===== src/rtl/core/edp_pkg.sv =====
`default_nettype none

package edp_pkg;

    // Defaults for the type code registers
    localparam logic [7:0] CMD_CODE_RST  = 8'd160;
    localparam logic [7:0] PUSH_CODE_RST = 8'd48;

    // Longest remaining-length field accepted before flagging an error
    localparam int MAX_LEN_BYTES_DEF = 4;

    // Remaining length is held to 28 bits (four groups of seven)
    localparam int LEN_W = 28;

    // Configuration register indexes
    typedef enum logic [0:0] {
        REG_CMD_CODE  = 1'b0,
        REG_PUSH_CODE = 1'b1
    } t_reg_idx;

    // Field tags attached to every byte
    typedef enum logic [2:0] {
        TAG_TYPE   = 3'd0,
        TAG_LEN    = 3'd1,
        TAG_IDLEN  = 3'd2,
        TAG_ID     = 3'd3,
        TAG_CMDLEN = 3'd4,
        TAG_CMD    = 3'd5,
        TAG_PUSH   = 3'd6,
        TAG_OTHER  = 3'd7
    } t_tag;

    // One result per received byte
    typedef struct packed {
        logic [7:0]  data_byte;
        t_tag        field_tag;
        logic [31:0] field_value;
        logic        value_valid;
        logic        end_of_packet;
        logic        length_error;
        logic        subfield_overrun;
    } t_result;

endpackage

`default_nettype wire


===== src/rtl/core/edp_frame_receiver.sv =====
`default_nettype none

// Byte-stream deframer for packets made of a type byte, a 1 to
// MAX_LENGTH_BYTES byte base-128 remaining length (low group first, bit 7
// continues) and a payload. Every accepted byte gives exactly one output
// request carrying the byte, its field tag, a decoded length value on the
// last byte of a length field, end of packet on tlast and error flags.
// Command and push type codes are set via the write port (index 0 and 1);
// the user must write them only while the stream is idle; the block does
// not enforce it. One byte is accepted per clock cycle; a byte passes an
// input register, one pass of parser logic that updates the parser state,
// and an output register. Either side may stall at any time without loss.
module edp_frame_receiver #(
    parameter int MAX_LENGTH_BYTES = edp_pkg::MAX_LEN_BYTES_DEF
) (
    input  wire logic        i_clk,
    input  wire logic        i_rst_n,
    // configuration write port
    input  wire logic        i_cfg_we,
    input  wire logic [0:0]  i_cfg_addr,
    input  wire logic [7:0]  i_cfg_wdata,
    // input byte stream
    input  wire logic        s_axis_tvalid,
    output logic             s_axis_tready,
    input  wire logic [7:0]  s_axis_tdata,   // [7:0] in_byte
    // tagged output stream
    output logic             m_axis_tvalid,
    input  wire logic        m_axis_tready,
    output logic [47:0]      m_axis_tdata,   // [7:0] data_byte, [39:8] field_value,
                                             // [40] length_error,
                                             // [41] subfield_overrun, [47:42] zero
    output logic [3:0]       m_axis_tuser,   // [2:0] field_tag, [3] value_valid
    output logic             m_axis_tlast    // end_of_packet
);
    import edp_pkg::*;

    logic       r_in_valid;
    logic [7:0] r_in_byte;
    logic       l_advance;
    t_result    l_result;
    t_result    l_out;

    // Byte moves to the output register when that register is free or drains
    assign l_advance     = r_in_valid && (!m_axis_tvalid || m_axis_tready);
    assign s_axis_tready = !r_in_valid || l_advance;

    // Input register
    always_ff @(posedge i_clk) begin
        if (!i_rst_n) begin
            r_in_valid <= 1'b0;
        end else if (s_axis_tready) begin
            r_in_valid <= s_axis_tvalid;
        end
    end

    always_ff @(posedge i_clk) begin
        if (s_axis_tready && s_axis_tvalid) begin
            r_in_byte <= s_axis_tdata;
        end
    end

    edp_parser #(
        .MAX_LENGTH_BYTES (MAX_LENGTH_BYTES)
    ) u_parser (
        .i_clk       (i_clk),
        .i_rst_n     (i_rst_n),
        .i_cfg_we    (i_cfg_we),
        .i_cfg_addr  (i_cfg_addr),
        .i_cfg_wdata (i_cfg_wdata),
        .i_fire      (l_advance),
        .i_byte      (r_in_byte),
        .o_result    (l_result)
    );

    edp_out_reg u_out_reg (
        .i_clk    (i_clk),
        .i_rst_n  (i_rst_n),
        .i_load   (l_advance),
        .i_result (l_result),
        .i_ready  (m_axis_tready),
        .o_valid  (m_axis_tvalid),
        .o_result (l_out)
    );

    // Output packing
    assign m_axis_tdata = {6'b0, l_out.subfield_overrun, l_out.length_error,
                           l_out.field_value, l_out.data_byte};
    assign m_axis_tuser = {l_out.value_valid, l_out.field_tag};
    assign m_axis_tlast = l_out.end_of_packet;

`ifndef ASSERT_OFF
    // a length error is reported on a length byte that ends nothing
    a_lerr_on_len: assert property (@(posedge i_clk) disable iff (!i_rst_n)
        (m_axis_tvalid && l_out.length_error) |->
            (l_out.field_tag == TAG_LEN && !l_out.end_of_packet && !l_out.value_valid))
        else $error("length error on a non-length byte");

    // decoded values only come with length-type fields
    a_value_tag: assert property (@(posedge i_clk) disable iff (!i_rst_n)
        (m_axis_tvalid && l_out.value_valid) |->
            (l_out.field_tag == TAG_LEN || l_out.field_tag == TAG_IDLEN ||
             l_out.field_tag == TAG_CMDLEN))
        else $error("value valid on a non-length field");

    // overrun is only flagged at a packet end
    a_ovr_eop: assert property (@(posedge i_clk) disable iff (!i_rst_n)
        (m_axis_tvalid && l_out.subfield_overrun) |-> l_out.end_of_packet)
        else $error("subfield overrun without end of packet");

    // stalled output request holds its payload
    a_out_hold: assert property (@(posedge i_clk) disable iff (!i_rst_n)
        (m_axis_tvalid && !m_axis_tready) |=> (m_axis_tvalid && $stable(l_out)))
        else $error("output changed while stalled");
`endif

endmodule

`default_nettype wire


===== src/rtl/core/edp_parser.sv =====
`default_nettype none

module edp_parser #(
    parameter int MAX_LENGTH_BYTES = edp_pkg::MAX_LEN_BYTES_DEF
) (
    input  wire logic              i_clk,
    input  wire logic              i_rst_n,
    input  wire logic              i_cfg_we,
    input  wire logic [0:0]        i_cfg_addr,
    input  wire logic [7:0]        i_cfg_wdata,
    input  wire logic              i_fire,
    input  wire logic [7:0]        i_byte,
    output edp_pkg::t_result       o_result
);
    import edp_pkg::*;

    typedef enum logic [2:0] {
        PH_TYPE   = 3'd0,
        PH_LEN    = 3'd1,
        PH_IDLEN  = 3'd2,
        PH_ID     = 3'd3,
        PH_CMDLEN = 3'd4,
        PH_CMD    = 3'd5,
        PH_PUSH   = 3'd6,
        PH_OTHER  = 3'd7
    } t_phase;

    typedef enum logic [1:0] {
        KIND_OTHER = 2'd0,
        KIND_CMD   = 2'd1,
        KIND_PUSH  = 2'd2
    } t_kind;

    localparam logic [2:0] LCNT_MAX = 3'(MAX_LENGTH_BYTES);

    logic [7:0]       r_cmd_code;
    logic [7:0]       r_push_code;
    t_phase           r_phase,  n_phase;
    t_kind            r_kind,   n_kind;
    logic [LEN_W-1:0] r_acc,    n_acc;
    logic [2:0]       r_lcnt,   n_lcnt;
    logic [LEN_W-1:0] r_pleft,  n_pleft;
    logic [31:0]      r_slen,   n_slen;
    logic [31:0]      r_sleft,  n_sleft;
    logic [2:0]       r_hcnt,   n_hcnt;

    logic [4:0]       l_shift;
    logic [LEN_W-1:0] l_acc_sum;
    logic [LEN_W-1:0] l_pl_dec;
    logic [31:0]      l_sl_dec;
    logic [2:0]       l_hcnt_inc;
    t_phase           l_after_id;

    // Next state and result for the byte in the input register
    always_comb begin
        n_phase  = r_phase;
        n_kind   = r_kind;
        n_acc    = r_acc;
        n_lcnt   = r_lcnt;
        n_pleft  = r_pleft;
        n_slen   = r_slen;
        n_sleft  = r_sleft;
        n_hcnt   = r_hcnt;

        o_result                  = '0;
        o_result.data_byte        = i_byte;
        o_result.field_tag        = TAG_OTHER;

        // 7 * count, from the low two bits of the count (below four by default)
        l_shift    = 5'({r_lcnt[1:0], 3'b000}) - 5'(r_lcnt[1:0]);
        l_acc_sum  = r_acc | (LEN_W'(i_byte[6:0]) << l_shift);
        l_pl_dec   = (r_pleft != '0) ? r_pleft - 1'b1 : '0;
        l_sl_dec   = (r_sleft != '0) ? r_sleft - 1'b1 : '0;
        l_hcnt_inc = r_hcnt + 1'b1;
        l_after_id = (r_kind == KIND_CMD) ? PH_CMDLEN : PH_PUSH;

        unique case (r_phase)
            PH_TYPE: begin
                o_result.field_tag = TAG_TYPE;
                if (i_byte == r_cmd_code) begin
                    n_kind = KIND_CMD;
                end else if (i_byte == r_push_code) begin
                    n_kind = KIND_PUSH;
                end else begin
                    n_kind = KIND_OTHER;
                end
                n_acc   = '0;
                n_lcnt  = '0;
                n_phase = PH_LEN;
            end
            PH_LEN: begin
                o_result.field_tag = TAG_LEN;
                if (r_lcnt >= LCNT_MAX) begin
                    // too many length bytes: drop back to a type byte
                    o_result.length_error = 1'b1;
                    n_acc   = '0;
                    n_lcnt  = '0;
                    n_phase = PH_TYPE;
                end else begin
                    n_acc  = l_acc_sum;
                    n_lcnt = r_lcnt + 1'b1;
                    if (!i_byte[7]) begin
                        o_result.field_value = 32'(l_acc_sum);
                        o_result.value_valid = 1'b1;
                        n_pleft = l_acc_sum;
                        n_hcnt  = '0;
                        n_slen  = '0;
                        n_sleft = '0;
                        if (l_acc_sum == '0) begin
                            o_result.end_of_packet = 1'b1;
                            n_phase = PH_TYPE;
                        end else if (r_kind == KIND_OTHER) begin
                            n_phase = PH_OTHER;
                        end else begin
                            n_phase = PH_IDLEN;
                        end
                    end
                end
            end
            default: begin
                // payload byte
                case (r_phase)
                    PH_IDLEN: begin
                        o_result.field_tag = TAG_IDLEN;
                        n_slen = 32'({r_slen[7:0], i_byte});
                        n_hcnt = l_hcnt_inc;
                        if (l_hcnt_inc >= 3'd2) begin
                            n_hcnt  = '0;
                            o_result.field_value = n_slen;
                            o_result.value_valid = 1'b1;
                            n_sleft = n_slen;
                            n_phase = (n_slen != '0) ? PH_ID : l_after_id;
                        end
                    end
                    PH_ID: begin
                        o_result.field_tag = TAG_ID;
                        n_sleft = l_sl_dec;
                        if (l_sl_dec == '0) begin
                            n_phase = l_after_id;
                        end
                    end
                    PH_CMDLEN: begin
                        o_result.field_tag = TAG_CMDLEN;
                        n_slen = {r_slen[23:0], i_byte};
                        n_hcnt = l_hcnt_inc;
                        if (l_hcnt_inc >= 3'd4) begin
                            n_hcnt  = '0;
                            o_result.field_value = n_slen;
                            o_result.value_valid = 1'b1;
                            n_sleft = n_slen;
                            n_phase = (n_slen != '0) ? PH_CMD : PH_OTHER;
                        end
                    end
                    PH_CMD: begin
                        o_result.field_tag = TAG_CMD;
                        n_sleft = l_sl_dec;
                        if (l_sl_dec == '0) begin
                            n_phase = PH_OTHER;
                        end
                    end
                    PH_PUSH: begin
                        o_result.field_tag = TAG_PUSH;
                    end
                    default: begin
                        o_result.field_tag = TAG_OTHER;
                        n_phase = PH_OTHER;
                    end
                endcase

                // payload count closes the packet
                n_pleft = l_pl_dec;
                if (l_pl_dec == '0) begin
                    o_result.end_of_packet = 1'b1;
                    if (n_phase == PH_IDLEN || n_phase == PH_ID ||
                        n_phase == PH_CMDLEN || n_phase == PH_CMD) begin
                        o_result.subfield_overrun = 1'b1;
                    end
                    n_phase = PH_TYPE;
                end
            end
        endcase
    end

    // Parser state and type code registers
    always_ff @(posedge i_clk) begin
        if (!i_rst_n) begin
            r_cmd_code  <= CMD_CODE_RST;
            r_push_code <= PUSH_CODE_RST;
            r_phase     <= PH_TYPE;
            r_kind      <= KIND_OTHER;
            r_acc       <= '0;
            r_lcnt      <= '0;
            r_pleft     <= '0;
            r_slen      <= '0;
            r_sleft     <= '0;
            r_hcnt      <= '0;
        end else begin
            if (i_cfg_we) begin
                unique case (t_reg_idx'(i_cfg_addr))
                    REG_CMD_CODE:  r_cmd_code  <= i_cfg_wdata;
                    REG_PUSH_CODE: r_push_code <= i_cfg_wdata;
                endcase
            end
            if (i_fire) begin
                r_phase <= n_phase;
                r_kind  <= n_kind;
                r_acc   <= n_acc;
                r_lcnt  <= n_lcnt;
                r_pleft <= n_pleft;
                r_slen  <= n_slen;
                r_sleft <= n_sleft;
                r_hcnt  <= n_hcnt;
            end
        end
    end

endmodule

`default_nettype wire


===== src/rtl/core/edp_out_reg.sv =====
`default_nettype none

module edp_out_reg (
    input  wire logic              i_clk,
    input  wire logic              i_rst_n,
    input  wire logic              i_load,
    input  wire edp_pkg::t_result  i_result,
    input  wire logic              i_ready,
    output logic                   o_valid,
    output edp_pkg::t_result       o_result
);
    import edp_pkg::*;

    logic    r_valid;
    t_result r_result;

    // Valid flag: set on load, cleared once the request is taken
    always_ff @(posedge i_clk) begin
        if (!i_rst_n) begin
            r_valid <= 1'b0;
        end else if (i_load) begin
            r_valid <= 1'b1;
        end else if (i_ready) begin
            r_valid <= 1'b0;
        end
    end

    // Result payload
    always_ff @(posedge i_clk) begin
        if (i_load) begin
            r_result <= i_result;
        end
    end

    assign o_valid  = r_valid;
    assign o_result = r_result;

endmodule

`default_nettype wire

===== config.mk =====
export PLATFORM = sky130hd
export DESIGN_NAME = edp_frame_receiver
export DESIGN_NICKNAME = d
export VERILOG_FILES = /design/src/rtl/core/edp_pkg.sv /design/src/rtl/core/edp_frame_receiver.sv /design/src/rtl/core/edp_parser.sv /design/src/rtl/core/edp_out_reg.sv
export SDC_FILE = /design/constraint.sdc
export NUM_CORES = 1
export LEC_CHECK = 0
export BUFFER_PORTS_ARGS = -buffer_cell sky130_fd_sc_hd__buf_2
export CORE_UTILIZATION = 35
export CTS_BUF_LIST = sky130_fd_sc_hd__clkbuf_8
export DETAILED_ROUTE_END_ITERATION = 10
export PLACE_DENSITY = 0.48
export SLEW_MARGIN = 10
export SYNTH_ARGS = -nofsm -noshare
export SYNTH_HDL_FRONTEND = slang
export SYNTH_SLANG_ARGS = --single-unit

===== constraint.sdc =====
create_clock -name i_clk -period 8.7 [get_ports i_clk]
set_clock_uncertainty 0.05 [all_clocks]
set_input_delay 0.435 -clock i_clk [delete_from_list [all_inputs] [get_ports i_clk]]
set_output_delay 0.435 -clock i_clk [all_outputs]
set_load 0.005 [all_outputs]

==> results.py <==
metrics = {
    "synthesis": {
        "ys_types": 76,
        "synth.area.top_cells": "dfxtp_1 (26%), edfxtp_1 (15%), nor2_1 (5.8%), nand2_1 (5.8%), a21oi_1 (4.6%)",
        "synth_seq_cells": 196,
        "synthTopCellsByCount": "nor2_1 (170), nand2_1 (169), dfxtp_1 (141)",
        "synth_edf_count": 55,
        "syn_avg_cell_area_um2": 8.02,
        "syn_inst": 1375,
        "seq_area_frac_synth_pct": 40.6,
        "yosys_warnings": 0,
        "synth-compound-area-share_pct": 22.1,
        "async_flop_share_pct": 0,
        "synth_mux_area_share_pct": 1.80,
        "yosys.area_share.adder_pct": 0.907,
        "synth_xor_xnor_area_share_pct": 3.73,
        "synth_top_family_by_area": "simple AND/OR/NAND/NOR gates",
        "yosysMostFrequentCell": "nor2_1",
        "synthFlopType": "dfxtp_1",
        "synth_top_area_cell": "dfxtp_1",
        "synth-simple-area-share_pct": 25.7,
        "synth_area_um2": 11000,
        "synth_top_area_share_pct": 25.6,
    },
    "worst_setup_path": {
        "worst-setup-path-type": "flip-flop to flip-flop",
        "critPathMaxStageDelay_ns": 1.06,
        "cp-end-kind": "flip-flop",
        "path_cells": "buf_4 -> clkinv_1 -> ha_1 -> mux2_2 -> mux4_2 -> a21oi_1 -> nand4_1 -> nor4_1 -> a31oi_1 -> o31ai_1 -> a21oi_1",
        "cp_common_cell": "a21oi_1",
        "crit_required_ns": 9.06,
        "crit_slowest_cell": "ha_1",
        "arrival_ns": 5.16,
        "cp-start-kind": "flip-flop",
        "critPathMaxFanout": 29,
    },
    "sta": {
        "finalSetupTns_ns": 0,
        "worstMarginPinSlew_ns": 1.13,
        "rsz0062_at_grt": "false",
        "period_share_pct": 55.2,
        "timing.slew.headroom_pct": 22.5,
        "fmax_mhz": 208,
        "finalHoldViolations": 0,
        "period_minus_slack_ns": 4.80,
        "slew_viol_final": 0,
        "setup_viol": 0,
    },
    "die": {
        "die_h_um": 180,
        "start_util_pct": 35.8,
        "row_count": 64,
        "dieArea_um2": 32200,
        "io_pins": 77,
        "die_width_um": 180,
        "fp.coreArea_um2": 30800,
    },
    "cells_and_area": {
        "syn_to_final_growth_pct": 8.73,
        "final_util_pct": 38.9,
        "antennaDiodeCount": 0,
        "regArea_um2": 4470,
        "fill_cells": 3199,
        "multi_input_area_um2": 6020,
        "nets": 1400,
        "layout-drive-gt1-share_pct": 11.0,
    },
    "power": {
        "p_leak_nw": 4.38,
        "power_density_nw_per_um2": 180,
        "vdd.ir_drop.worst_v": 0.000110,
    },
    "clock_tree": {
        "cts_resized": 0,
        "cts_inserted_buffers": 17,
        "clkTransAtPathRegs_ns": 0.13,
        "cts_hold_buf": 1,
        "htree_num_levels": 4,
        "cts_tree": "built",
        "cts.sinks": 196,
        "clk_path_buf_depth": 2,
        "cts-root-buf": "clkbuf_8",
        "clock_latency_ns": 0.52,
        "post-cts-setup-buffers": 0,
    },
    "status": {
        "violations": "DRC",
        "outcome": "finished, violations left",
    },
    "global_route": {
        "overflow": 0,
        "grt_usage_pct": 25.3,
        "grt.busiest_layer": "met1",
        "use_met3_pct": 5.77,
        "antenna_found_initial": 1,
        "grt_max_degree": 81,
        "gr-usage-met1_pct": 37.4,
        "grt_pass1_wl_um": 62100,
        "grtUsageMet2_pct": 36.4,
        "grt_pass1_vias": 9824,
    },
    "place": {
        "io_buffer_count": 70,
        "hpwl_um": 29400,
        "gp_congestion": 0.897,
    },
    "flow_run": {
        "maxCapViolations": 0,
    },
    "route": {
        "detail_route.vias_per_cell": 5.98,
        "wirelength_um": 40800,
        "final_antenna_net_count": 0,
        "routedWlPerCell_um": 22.9,
        "dr.first_iter.drc_count": 961,
        "via_count": 10600,
        "drc": 11,
        "drt-pass1-iter-count": 8,
    },
    "hold_path": {
        "min_path_type": "primary input to flip-flop",
    },
}
-- cells in the final DEF, fill, tap and decap left out, types with 11 or more instances in the layout --
cell      netlist  routed
edfxtp_1       55      55
buf_4           7      19
clkbuf_8        0      17
nand2b_1       12      12
nor4_1         35      34
a211oi_1       11      11
nand2_1       169     169
and2_1         11      11
a31oi_1        18      18
dfxtp_1       141     141
or4_1          16      16
nand3_1        37      37
o21ai_0        69      68
nand4_1        19      19
or3_1          13      13
nor2b_1        11      11
inv_1          19      17
buf_2           2      70
a22oi_1        42      42
a21oi_1       101     101
xor2_1         36      36
nor3_1         53      52
nor2_1        170     169
o31ai_1        25      25
mux2i_1        12      12
o22ai_1        21      21
xnor2_1        11      11
-- final timing paths --
check	slack, ns	start	cells past startpoint	to
min	0.04	s_axis_tdata[4]	1	r_in_byte[4]
max reg2reg	3.90	u_parser.r_lcnt[0]	11	u_parser.r_phase[1]
max	3.90	u_parser.r_lcnt[0]	11	u_parser.r_phase[1]
min reg2reg	0.42	u_parser.r_hcnt[1]	2	u_parser.r_hcnt[1]
-- worst max-delay path, delay by kind of cell (launching register included) --
family | cells | cell delay (ns)
AND/OR/NAND/NOR | 2 | 0.71
adder cells (fa/ha/maj) | 1 | 1.06
buffers and inverters | 2 | 0.66
AO/OA/AOI/OAI | 4 | 0.89
multiplexers | 2 | 0.97
flip-flops | 1 | 0.34
-- cells by family after synthesis --
logic type | Yosys count
AOI/OAI and AO/OA | 374
and+or+nand+nor | 592
buffers and inverters | 139
xor gates and xnor gates | 47
other | 1
muxes | 18
adders and majority gates | 8
DFF | 196
-- stage by stage --
stage               power [mW]  hold WS, ns  instance area [um2]  setup WS (ns)  cells
global placement          1.54        0.397                11600           4.12   1746
global route              2.25      0.00792                12000           3.61   1779
detailed placement        1.53        0.403                11600           4.06   1746
finish                    2.15       0.0437                12000           3.90   1779
CTS                       2.17      0.00126                12000           4.02   1779
floorplan                 1.37        0.374                11000           4.99   1380
-- per-layer routing --
metal,vias up,routed length [um]
met5,-,0
met4,0,839
met3,48,3270
met2,445,17000
met1,5110,19700
li1,5030,-
-- registers in the layout, indices dropped and copies added (netlist names) --
name and cells:
u_parser.r_pleft 28, u_parser.r_push_code 8, u_out_reg.o_valid 1, u_parser.r_lcnt 3
u_parser.r_acc 28, r_in_valid 1, u_parser.r_kind 2, r_in_byte 8
u_parser.r_phase 3, u_parser.r_sleft 32, u_parser.r_cmd_code 8, u_out_reg.o_result 47
u_parser.r_slen 24, u_parser.r_hcnt 3
-- power by group --
| part | switching, mW | total (mW) | internal, mW |
|---|---|---|---|
| Combinational | 0.363 | 0.523 | 0.160 |
| Clock | 0.408 | 0.630 | 0.223 |
| Sequential | 0.0360 | 1.00 | 0.965 |
-- layout make-up --
cell class | instances | area share, %
tap | 396 | 4.13
clock buffer | 17 | 1.95
sequential | 196 | 37.3
clock inverter | 15 | 1.55
multi-input combinational | 1045 | 50.2
timing repair buffer | 90 | 4.19
inverter | 20 | 0.647
Note: power is estimated with default switching activity, not from simulation.
